## config.mk

```make
export PLATFORM = sky130hd
export DESIGN_NAME = sd_spi_command_engine_flat
export DESIGN_NICKNAME = d
export VERILOG_FILES = /design/src/rtl/sdspi_pkg.sv /design/src/rtl/sdspi_if.sv /design/src/rtl/sd_spi_command_engine.sv /design/src/flat_wrapper.sv
export SDC_FILE = /design/constraint.sdc
export NUM_CORES = 1
export LEC_CHECK = 0
export BUFFER_PORTS_ARGS = -buffer_cell sky130_fd_sc_hd__clkbuf_2
export CAP_MARGIN = 20
export CORE_ASPECT_RATIO = 0.75
export CORE_UTILIZATION = 55
export DETAILED_ROUTE_END_ITERATION = 10
export PLACE_DENSITY = 0.79
export SLEW_MARGIN = 20
export SYNTH_ARGS = -nofsm -noshare
export SYNTH_HDL_FRONTEND = slang
export SYNTH_SLANG_ARGS = --single-unit
```

## constraint.sdc

```tcl
create_clock -name clk -period 4.5 [get_ports clk]
set_clock_uncertainty 0.2 [all_clocks]
set_input_delay 0.225 -clock clk [delete_from_list [all_inputs] [get_ports clk]]
set_output_delay 0.225 -clock clk [all_outputs]
set_load 0.01 [all_outputs]
```

## src/rtl/sdspi_pkg.sv

```systemverilog
// Types and constants of the SD SPI command engine.
`timescale 1ns / 1ps

package sdspi_pkg;

    // Item kinds on the input channel
    localparam logic [1:0] CMD_START = 2'd0;
    localparam logic [1:0] CMD_RX    = 2'd1;
    localparam logic [1:0] CMD_TICK  = 2'd2;

    // Configuration register indexes
    localparam int unsigned CFG_INDEX_W = 1;
    localparam int unsigned CFG_DATA_W  = 8;
    localparam logic [CFG_INDEX_W-1:0] REG_READY_TIMEOUT     = 1'd0;
    localparam logic [CFG_INDEX_W-1:0] REG_RESPONSE_ATTEMPTS = 1'd1;

    localparam logic [7:0] READY_TIMEOUT_RESET     = 8'd50;
    localparam logic [3:0] RESPONSE_ATTEMPTS_RESET = 4'd10;

    // Command indexes with special handling
    localparam logic [5:0] IDX_CMD0  = 6'd0;
    localparam logic [5:0] IDX_CMD8  = 6'd8;
    localparam logic [5:0] IDX_CMD12 = 6'd12;
    localparam logic [5:0] IDX_CMD55 = 6'd55;

    localparam logic [1:0] START_BITS = 2'b01;
    localparam logic [7:0] FILL_BYTE  = 8'hFF;
    localparam logic [7:0] CRC_CMD0   = 8'h95;
    localparam logic [7:0] CRC_CMD8   = 8'h87;
    localparam logic [7:0] CRC_OTHER  = 8'h01;
    localparam logic [7:0] RESP_OK_MAX = 8'h01;
    localparam logic [2:0] PKT_LAST   = 3'd5;

    typedef enum logic [2:0] {
        PH_IDLE,
        PH_DESEL,
        PH_SEL,
        PH_READY,
        PH_FAIL,
        PH_PACKET,
        PH_STUFF,
        PH_RESP
    } phase_t;

endpackage

```

## src/rtl/sdspi_if.sv

```systemverilog
// Valid/ready channel interfaces of the SD SPI command engine.
`timescale 1ns / 1ps

interface sdspi_in_if;
    logic        valid;
    logic        ready;
    logic [1:0]  cmd;
    logic [5:0]  command_index;
    logic        app_command;
    logic [31:0] argument;
    logic [7:0]  rx_byte;

    modport source (output valid, cmd, command_index, app_command, argument, rx_byte,
                    input ready);
    modport sink   (input valid, cmd, command_index, app_command, argument, rx_byte,
                    output ready);
endinterface

interface sdspi_out_if;
    logic       valid;
    logic       ready;
    logic       tx_valid;
    logic [7:0] tx_byte;
    logic       chip_select_level;
    logic       done_res;
    logic [7:0] response;

    modport source (output valid, tx_valid, tx_byte, chip_select_level, done_res, response,
                    input ready);
    modport sink   (input valid, tx_valid, tx_byte, chip_select_level, done_res, response,
                    output ready);
endinterface

```

## src/rtl/sd_spi_command_engine.sv

```systemverilog
// SD SPI-mode command engine: sequencer for one command transaction.
// Result: registered, valid in the cycle after its input transaction is accepted.
// Throughput: one transaction per cycle; the sequencer decides the next byte
//   combinationally. Input stalls only while a result waits on a stalled output.
// Reset: rst_n (async, active low) returns to idle with chip select high and
//   loads the configuration defaults (50 ready ticks, 10 response attempts).
`timescale 1ns / 1ps

module sd_spi_command_engine (
    input  logic                                  clk,
    input  logic                                  rst_n,
    sdspi_in_if.sink                              in_ch,
    sdspi_out_if.source                           out_ch,
    input  logic                                  cfg_we,
    input  logic [sdspi_pkg::CFG_INDEX_W-1:0]     cfg_index,
    input  logic [sdspi_pkg::CFG_DATA_W-1:0]      cfg_data
);

    // Configuration registers
    logic [7:0] ready_timeout_reg;
    logic [3:0] response_attempts_reg;

    // Sequencer state
    sdspi_pkg::phase_t phase_reg, phase_next;
    logic [5:0]  index_reg, index_next;
    logic [31:0] arg_reg, arg_next;
    logic        app_reg, app_next;
    logic [2:0]  count_reg, count_next;
    logic [7:0]  ticks_reg, ticks_next;
    logic [3:0]  attempts_reg, attempts_next;
    logic        sel_reg, sel_next;

    // Result register
    logic       out_valid_reg;
    logic       tx_valid_reg, tx_valid_next;
    logic [7:0] tx_byte_reg, tx_byte_next;
    logic       done_reg, done_next;
    logic [7:0] response_reg, response_next;

    logic        accept;
    logic [5:0]  start_idx;     // index a start transaction begins with
    logic [5:0]  cur_idx;       // index of the command in flight
    logic [31:0] cur_arg;
    logic [3:0]  attempts_dec;
    logic [3:0]  attempts_load;
    logic        resp_retry;    // response still busy and attempts remain
    logic        resp_chain;    // CMD55 answered OK, go on with the real command

    // Command packet byte k: start+index, argument MSB first, then CRC
    function automatic logic [7:0] pkt_byte(input logic [2:0] k, input logic [5:0] idx,
                                            input logic [31:0] arg);
        logic [7:0] b;
        unique case (k)
            3'd0: b = {sdspi_pkg::START_BITS, idx};
            3'd1: b = arg[31:24];
            3'd2: b = arg[23:16];
            3'd3: b = arg[15:8];
            3'd4: b = arg[7:0];
            default:
            begin
                if (idx == sdspi_pkg::IDX_CMD0)
                    b = sdspi_pkg::CRC_CMD0;
                else if (idx == sdspi_pkg::IDX_CMD8)
                    b = sdspi_pkg::CRC_CMD8;
                else
                    b = sdspi_pkg::CRC_OTHER;
            end
        endcase
        return b;
    endfunction

    // A new transaction is taken whenever the result register is free or draining
    assign in_ch.ready = !out_valid_reg || out_ch.ready;
    assign accept      = in_ch.valid && in_ch.ready;

    assign start_idx     = in_ch.app_command ? sdspi_pkg::IDX_CMD55 : in_ch.command_index;
    assign cur_idx       = app_reg ? sdspi_pkg::IDX_CMD55 : index_reg;
    assign cur_arg       = app_reg ? 32'd0 : arg_reg;
    assign attempts_dec  = (attempts_reg != 4'd0) ? attempts_reg - 4'd1 : 4'd0;
    assign attempts_load = (response_attempts_reg != 4'd0) ? response_attempts_reg : 4'd1;
    assign resp_retry    = in_ch.rx_byte[7] && (attempts_dec != 4'd0);
    assign resp_chain    = app_reg && (in_ch.rx_byte <= sdspi_pkg::RESP_OK_MAX);

    // Configuration writes
    always_ff @(posedge clk or negedge rst_n)
    begin
        if (!rst_n)
        begin
            ready_timeout_reg     <= sdspi_pkg::READY_TIMEOUT_RESET;
            response_attempts_reg <= sdspi_pkg::RESPONSE_ATTEMPTS_RESET;
        end
        else if (cfg_we)
        begin
            unique case (cfg_index)
                sdspi_pkg::REG_READY_TIMEOUT:     ready_timeout_reg     <= cfg_data[7:0];
                sdspi_pkg::REG_RESPONSE_ATTEMPTS: response_attempts_reg <= cfg_data[3:0];
            endcase
        end
    end

    // Next phase
    always_comb
    begin
        phase_next = phase_reg;
        if (accept)
        begin
            if (in_ch.cmd == sdspi_pkg::CMD_START && phase_reg == sdspi_pkg::PH_IDLE)
            begin
                phase_next = (start_idx == sdspi_pkg::IDX_CMD12) ? sdspi_pkg::PH_PACKET
                                                                 : sdspi_pkg::PH_DESEL;
            end
            else if (in_ch.cmd == sdspi_pkg::CMD_RX)
            begin
                unique case (phase_reg)
                    sdspi_pkg::PH_IDLE:   phase_next = sdspi_pkg::PH_IDLE;
                    sdspi_pkg::PH_DESEL:  phase_next = sdspi_pkg::PH_SEL;
                    sdspi_pkg::PH_SEL:    phase_next = sdspi_pkg::PH_READY;
                    sdspi_pkg::PH_READY:
                    begin
                        if (in_ch.rx_byte == sdspi_pkg::FILL_BYTE)
                            phase_next = sdspi_pkg::PH_PACKET;
                        else if (ticks_reg == 8'd0)
                            phase_next = sdspi_pkg::PH_FAIL;
                    end
                    sdspi_pkg::PH_FAIL:   phase_next = sdspi_pkg::PH_IDLE;
                    sdspi_pkg::PH_PACKET:
                    begin
                        if (count_reg >= sdspi_pkg::PKT_LAST)
                            phase_next = (cur_idx == sdspi_pkg::IDX_CMD12) ?
                                         sdspi_pkg::PH_STUFF : sdspi_pkg::PH_RESP;
                    end
                    sdspi_pkg::PH_STUFF:  phase_next = sdspi_pkg::PH_RESP;
                    sdspi_pkg::PH_RESP:
                    begin
                        if (!resp_retry)
                        begin
                            if (resp_chain)
                                phase_next = (index_reg == sdspi_pkg::IDX_CMD12) ?
                                             sdspi_pkg::PH_PACKET : sdspi_pkg::PH_DESEL;
                            else
                                phase_next = sdspi_pkg::PH_IDLE;
                        end
                    end
                endcase
            end
        end
    end

    // Datapath and result
    always_comb
    begin
        index_next    = index_reg;
        arg_next      = arg_reg;
        app_next      = app_reg;
        count_next    = count_reg;
        ticks_next    = ticks_reg;
        attempts_next = attempts_reg;
        sel_next      = sel_reg;

        tx_valid_next = 1'b0;
        tx_byte_next  = sdspi_pkg::FILL_BYTE;
        done_next     = 1'b0;
        response_next = 8'd0;

        if (accept)
        begin
            unique case (in_ch.cmd)
                sdspi_pkg::CMD_TICK:
                begin
                    if (ticks_reg != 8'd0)
                        ticks_next = ticks_reg - 8'd1;
                end
                sdspi_pkg::CMD_START:
                begin
                    if (phase_reg == sdspi_pkg::PH_IDLE)
                    begin
                        index_next    = in_ch.command_index;
                        arg_next      = in_ch.argument;
                        app_next      = in_ch.app_command;
                        tx_valid_next = 1'b1;
                        if (start_idx == sdspi_pkg::IDX_CMD12)
                        begin
                            count_next   = 3'd0;
                            tx_byte_next = {sdspi_pkg::START_BITS, sdspi_pkg::IDX_CMD12};
                        end
                        else
                            sel_next = 1'b1;
                    end
                end
                sdspi_pkg::CMD_RX:
                begin
                    tx_valid_next = (phase_reg != sdspi_pkg::PH_IDLE);
                    unique case (phase_reg)
                        sdspi_pkg::PH_IDLE:  ;
                        sdspi_pkg::PH_DESEL: sel_next = 1'b0;
                        sdspi_pkg::PH_SEL:   ticks_next = ready_timeout_reg;
                        sdspi_pkg::PH_READY:
                        begin
                            if (in_ch.rx_byte == sdspi_pkg::FILL_BYTE)
                            begin
                                count_next   = 3'd0;
                                tx_byte_next = pkt_byte(3'd0, cur_idx, cur_arg);
                            end
                            else if (ticks_reg == 8'd0)
                                sel_next = 1'b1;
                        end
                        sdspi_pkg::PH_FAIL:
                        begin
                            // select timed out: finish with 0xFF
                            app_next      = 1'b0;
                            tx_valid_next = 1'b0;
                            done_next     = 1'b1;
                            response_next = sdspi_pkg::FILL_BYTE;
                        end
                        sdspi_pkg::PH_PACKET:
                        begin
                            if (count_reg < sdspi_pkg::PKT_LAST)
                            begin
                                count_next   = count_reg + 3'd1;
                                tx_byte_next = pkt_byte(count_reg + 3'd1, cur_idx, cur_arg);
                            end
                            else if (cur_idx != sdspi_pkg::IDX_CMD12)
                                attempts_next = attempts_load;
                        end
                        sdspi_pkg::PH_STUFF: attempts_next = attempts_load;
                        sdspi_pkg::PH_RESP:
                        begin
                            attempts_next = attempts_dec;
                            if (!resp_retry)
                            begin
                                app_next = 1'b0;
                                if (resp_chain)
                                begin
                                    // CMD55 accepted: start the application command
                                    if (index_reg == sdspi_pkg::IDX_CMD12)
                                    begin
                                        count_next   = 3'd0;
                                        tx_byte_next = {sdspi_pkg::START_BITS,
                                                        sdspi_pkg::IDX_CMD12};
                                    end
                                    else
                                        sel_next = 1'b1;
                                end
                                else
                                begin
                                    tx_valid_next = 1'b0;
                                    done_next     = 1'b1;
                                    response_next = in_ch.rx_byte;
                                end
                            end
                        end
                    endcase
                end
                default: ;
            endcase
        end
    end

    // Sequencer and result registers
    always_ff @(posedge clk or negedge rst_n)
    begin
        if (!rst_n)
        begin
            phase_reg     <= sdspi_pkg::PH_IDLE;
            index_reg     <= 6'd0;
            arg_reg       <= 32'd0;
            app_reg       <= 1'b0;
            count_reg     <= 3'd0;
            ticks_reg     <= 8'd0;
            attempts_reg  <= 4'd0;
            sel_reg       <= 1'b1;
            out_valid_reg <= 1'b0;
        end
        else
        begin
            phase_reg    <= phase_next;
            index_reg    <= index_next;
            arg_reg      <= arg_next;
            app_reg      <= app_next;
            count_reg    <= count_next;
            ticks_reg    <= ticks_next;
            attempts_reg <= attempts_next;
            sel_reg      <= sel_next;
            if (accept)
                out_valid_reg <= 1'b1;
            else if (out_ch.ready)
                out_valid_reg <= 1'b0;
        end
    end

    // Result payload, loaded with each accepted transaction
    always_ff @(posedge clk)
    begin
        if (accept)
        begin
            tx_valid_reg <= tx_valid_next;
            tx_byte_reg  <= tx_byte_next;
            done_reg     <= done_next;
            response_reg <= response_next;
        end
    end

    // chip select travels with the result it belongs to
    logic sel_out_reg;
    always_ff @(posedge clk)
    begin
        if (accept)
            sel_out_reg <= sel_next;
    end

    assign out_ch.valid             = out_valid_reg;
    assign out_ch.tx_valid          = tx_valid_reg;
    assign out_ch.tx_byte           = tx_byte_reg;
    assign out_ch.chip_select_level = sel_out_reg;
    assign out_ch.done_res          = done_reg;
    assign out_ch.response          = response_reg;

endmodule

```

## src/flat_wrapper.sv

```systemverilog
// flat-port wrapper written by rule: the top's interface ports become plain ports
module sd_spi_command_engine_flat 
  (clk, rst_n, cfg_we, cfg_index, cfg_data, in_ch_valid, in_ch_cmd, in_ch_command_index, in_ch_app_command, in_ch_argument, in_ch_rx_byte, in_ch_ready, out_ch_valid, out_ch_tx_valid, out_ch_tx_byte, out_ch_chip_select_level, out_ch_done_res, out_ch_response, out_ch_ready);
  sdspi_in_if in_ch_i ();
  sdspi_out_if out_ch_i ();
  input  logic clk;
  input  logic rst_n;
  input  logic cfg_we;
  input  logic [sdspi_pkg::CFG_INDEX_W-1:0] cfg_index;
  input  logic [sdspi_pkg::CFG_DATA_W-1:0] cfg_data;
  input wire logic [$bits(in_ch_i.valid)-1:0] in_ch_valid;
  input wire logic [$bits(in_ch_i.cmd)-1:0] in_ch_cmd;
  input wire logic [$bits(in_ch_i.command_index)-1:0] in_ch_command_index;
  input wire logic [$bits(in_ch_i.app_command)-1:0] in_ch_app_command;
  input wire logic [$bits(in_ch_i.argument)-1:0] in_ch_argument;
  input wire logic [$bits(in_ch_i.rx_byte)-1:0] in_ch_rx_byte;
  output wire logic [$bits(in_ch_i.ready)-1:0] in_ch_ready;
  output wire logic [$bits(out_ch_i.valid)-1:0] out_ch_valid;
  output wire logic [$bits(out_ch_i.tx_valid)-1:0] out_ch_tx_valid;
  output wire logic [$bits(out_ch_i.tx_byte)-1:0] out_ch_tx_byte;
  output wire logic [$bits(out_ch_i.chip_select_level)-1:0] out_ch_chip_select_level;
  output wire logic [$bits(out_ch_i.done_res)-1:0] out_ch_done_res;
  output wire logic [$bits(out_ch_i.response)-1:0] out_ch_response;
  input wire logic [$bits(out_ch_i.ready)-1:0] out_ch_ready;
  assign in_ch_i.valid = in_ch_valid;
  assign in_ch_i.cmd = in_ch_cmd;
  assign in_ch_i.command_index = in_ch_command_index;
  assign in_ch_i.app_command = in_ch_app_command;
  assign in_ch_i.argument = in_ch_argument;
  assign in_ch_i.rx_byte = in_ch_rx_byte;
  assign in_ch_ready = in_ch_i.ready;
  assign out_ch_valid = out_ch_i.valid;
  assign out_ch_tx_valid = out_ch_i.tx_valid;
  assign out_ch_tx_byte = out_ch_i.tx_byte;
  assign out_ch_chip_select_level = out_ch_i.chip_select_level;
  assign out_ch_done_res = out_ch_i.done_res;
  assign out_ch_response = out_ch_i.response;
  assign out_ch_i.ready = out_ch_ready;
  sd_spi_command_engine u_core (.clk(clk), .rst_n(rst_n), .in_ch(in_ch_i), .out_ch(out_ch_i), .cfg_we(cfg_we), .cfg_index(cfg_index), .cfg_data(cfg_data));
endmodule
```

==> results.sh <==
export IMPL_outcome="finished, final reports clean"
export IMPL_cts_tree="yes"
export IMPL_finalCriticalPeriod_ns=2.81
export IMPL_synth_enable_flop_cells=19
export IMPL_critPathLaunchType="flip-flop"
export IMPL_final_setup_viol_count=0
export IMPL_via_per_inst=6.09
export IMPL_drtIter0Drc=302
export IMPL_gp_congestion=0.936
export IMPL_post_route_period_util_pct=62.4
export IMPL_firstDrtPassIters=5
export IMPL_dieWidth_um=111
export IMPL_ir_worst_vdd_mv=0.307
export IMPL_fillCellCount=582
export IMPL_root_buffer="clkbuf_16"
export IMPL_ys_warn_count=0
export IMPL_grt_pass1_vias=3984
export IMPL_wl_um=12300
export IMPL_antennaDiodeCount=0
export IMPL_r2r_start="u_core.phase_reg[0]"
export IMPL_worstPathCellList="and3_1 -> nand2_1 -> nor3_1 -> a21oi_1 -> o311ai_0"
export IMPL_yosysSeqAreaShare_pct=48.5
export IMPL_core_area_mm2=0.00853
export IMPL_p_seq_share_pct=44.4
export IMPL_r2r_end="u_core.out_ch.chip_select_level"
export IMPL_p_sw_share_pct=34.0
export IMPL_syn_area_mm2=0.00486
export IMPL_ant_nets=0
export IMPL_die_area_mm2=0.00921
export IMPL_p_leak_uw=0.00261
export IMPL_critPathArrivalTime_ns=2.68
export IMPL_async_flop_share_pct=78.9
export IMPL_critPathKind="flip-flop to flip-flop"
export IMPL_drive_above_1_share_pct=32.2
export IMPL_clkSlewWorstSetupHoldPaths_ns=0.06
export IMPL_rrSetupSlack_ns=1.69
export IMPL_vias=4062
export IMPL_endpoint_kind="flip-flop"
export IMPL_grt_pass1_wl_um=20100
export IMPL_cp_slowest_stage_delay_ns=0.82
export IMPL_reg2reg_depth=5
export IMPL_port_buffers=83
export IMPL_grt_use_total_pct=27.8
export IMPL_cts_sinks=90
export IMPL_die_h_um=83.4
export IMPL_synthesis_nets=505
export IMPL_hold_path_endpoint="u_core.out_ch.response[6]"
export IMPL_dp_cells=600
export IMPL_path_buf_inv=0
export IMPL_largest_reg_flops=32
export IMPL_power_density_mw_per_mm2=515
export IMPL_post_cts_resized=0
export IMPL_path_delay_family="simple AND/OR/NAND/NOR gates"
export IMPL_synth_area_per_cell_um2=11.3
export IMPL_setup_tns_ns=0
export IMPL_p_int_uw=2090
export IMPL_clock_path_buffers=2
export IMPL_synth_area_leaders="dfrtp_1 33%, edfxtp_1 12%, mux2_2 9.3%"
export IMPL_top_level_ports=84
export IMPL_drv_slew=0
export IMPL_holdPathStages=3
export IMPL_dp_hpwl_um=8160
export IMPL_rsz0062_at_grt="false"
export IMPL_preCtsSetupSlack_ns=1.60
export IMPL_synth_cell_type_count=69
export IMPL_nets=629
export IMPL_slew_headroom_pct=42.1
export IMPL_worstSkewPairLatency_ns=0.34
export IMPL_ys_ff_latch=90
export IMPL_ctsHtreeMaxLevel=3
export IMPL_yosysTopAreaCellShare_pct=33.5
export IMPL_tightestPinTransition_ns=0.868
export IMPL_setup_slack_ns=1.69
export IMPL_syn_inst=430
export IMPL_synth_area_leader_cell="dfrtp_1"
export IMPL_antenna_found_initial=0
export IMPL_remaining_drc_errors=0
export IMPL_grt_max_degree=41
export IMPL_instances_no_fill=667
export IMPL_power_frac_comb_pct=30.2
export IMPL_overflow=0
export IMPL_cp_data_required_time_ns=4.37
export IMPL_cts_buffers=9
export IMPL_wl_per_cell_um=18.4
export IMPL_maxClockFrequency_mhz=356
export IMPL_hold_viol=0
export IMPL_power_share_clock_pct=25.4
export IMPL_power_switching_uw=1080
export IMPL_syn_to_final_growth_pct=26.6
export IMPL_synth_flop_cell="dfrtp_1"
export IMPL_crit_slowest_cell="dfrtp_1"
export IMPL_hp_class="primary input to flip-flop"
export IMPL_rows=29
export IMPL_maxCapViolCount=0
export IMPL_min_delay_start="in_ch_rx_byte[6]"
export IMPL_cp_max_fo=19
export IMPL_start_util_pct=56.9
==> logic make-up after synthesis <==
logic type | share of synthesized area [%]
flops | 48.5
fa+ha+maj | 3.09
compound gates | 17.1
mux | 13.2
xor+xnor | 0.180
simple gates | 14.5
buf+inv | 3.38
==> cell type report <==
cell class | instances | area [µm²] | area share, %
clock buffer | 11 | 243 | 3.95
clock inverter | 5 | 78.8 | 1.28
inverter | 14 | 52.6 | 0.855
multi-input combinational | 304 | 2340 | 38.1
sequential | 90 | 2350 | 38.3
tap | 108 | 135 | 2.20
timing repair buffer | 135 | 943 | 15.3
==> stage by stage <==
step / util, % / hold WS (ns) / power [µW] / cell area [µm²]
after floorplan: - / -0.271 / 2030 / 4860
after global placement: 62.2 / 0.123 / 2240 / 5310
after detailed placement: 62.2 / 0.141 / 2290 / 5310
after CTS: 71.9 / 0.0150 / 3140 / 6130
after global routing: 72.1 / 0.0345 / 3330 / 6150
final: 72.1 / 0.0287 / 3170 / 6150
==> Yosys cell counts, types with 3 or more instances <==
library cell and number:
nor2_1 35, dfrtp_1 65, mux2_2 40, a32oi_1 4, o22ai_1 4, or3_4 3, a2111oi_0 3, a222oi_1 8
o21ai_1 6, nor2b_1 3, dfstp_2 6, ha_1 12, mux2_4 12, nand4_1 4, o21ai_0 19, edfxtp_1 19
o31ai_1 7, buf_4 3, a211oi_1 3, nand3b_1 5, o211ai_1 3, nand2_1 26, nor3_1 9, clkbuf_1 10
inv_1 14, nand3_1 7, and3b_1 3, a21oi_1 23, or2_2 3, nor4_1 4, nand2b_1 9, a31oi_1 5
and4_1 3, buf_2 8
==> cell usage in the layout (no fill, tap or decap), types with 4 or more instances in the layout <==
master	n
a21oi_1	23
a222oi_1	8
a31oi_1	5
a32oi_1	4
clkbuf_16	9
clkbuf_2	82
dfrtp_1	65
dfstp_2	6
dlygate4sd3_1	50
edfxtp_1	19
ha_1	12
inv_1	14
mux2_2	40
mux2_4	12
nand2_1	26
nand2b_1	9
nand3_1	6
nand3b_1	5
nand4_1	4
nor2_1	35
nor3_1	9
nor4_1	4
o21ai_0	19
o21ai_1	6
o22ai_1	4
o31ai_1	7
==> metal layers <==
layer / track usage, % / vias to the layer above / share of wire [%]
met5: 0 / - / 0
met4: 10.1 / 0 / 2.4
met3: 7.01 / 31 / 6.9
met2: 44.3 / 199 / 46
met1: 37.1 / 1955 / 44
li1: - / 1877 / -
==> how the worst max path moves through the flow <==
stage                                    from                         endpoint  slack (ns)  cells past startpoint
final                     u_core.phase_reg[0]  u_core.out_ch.chip_select_level        1.69                      5
after global routing      u_core.phase_reg[0]  u_core.out_ch.chip_select_level        1.57                      5
after CTS                 u_core.phase_reg[0]              u_core.phase_reg[2]        1.55                      5
after detailed placement  u_core.phase_reg[0]               u_core.arg_reg[19]        1.60                      3
after global placement    u_core.phase_reg[1]                u_core.arg_reg[9]        1.68                      3
after floorplan           u_core.count_reg[0]         u_core.out_ch.tx_byte[4]        2.25                      8
==> timing repair <==
action	in CTS	in global routing
setup buffers	0	0
endpoints found under the hold margin	84	0
hold buffers	50	0
==> power by group through the flow <==
stage / clock network (µW) / registers (µW) / logic (µW)
2_1_floorplan: 0 / 1250 / 784
3_3_place_gp: 0 / 1380 / 862
3_5_place_dp: 0 / 1400 / 894
4_1_cts: 819 / 1390 / 936
5_1_grt: 850 / 1430 / 1040
6_report: 805 / 1410 / 957
==> worst reg2reg max path: cells and delay by family, from the launching register on <==
family	cells	cell delay, ns
flops	1	0.82
simple gates	3	0.96
compound gates	2	0.56
Power figures use the tool's default switching activity.
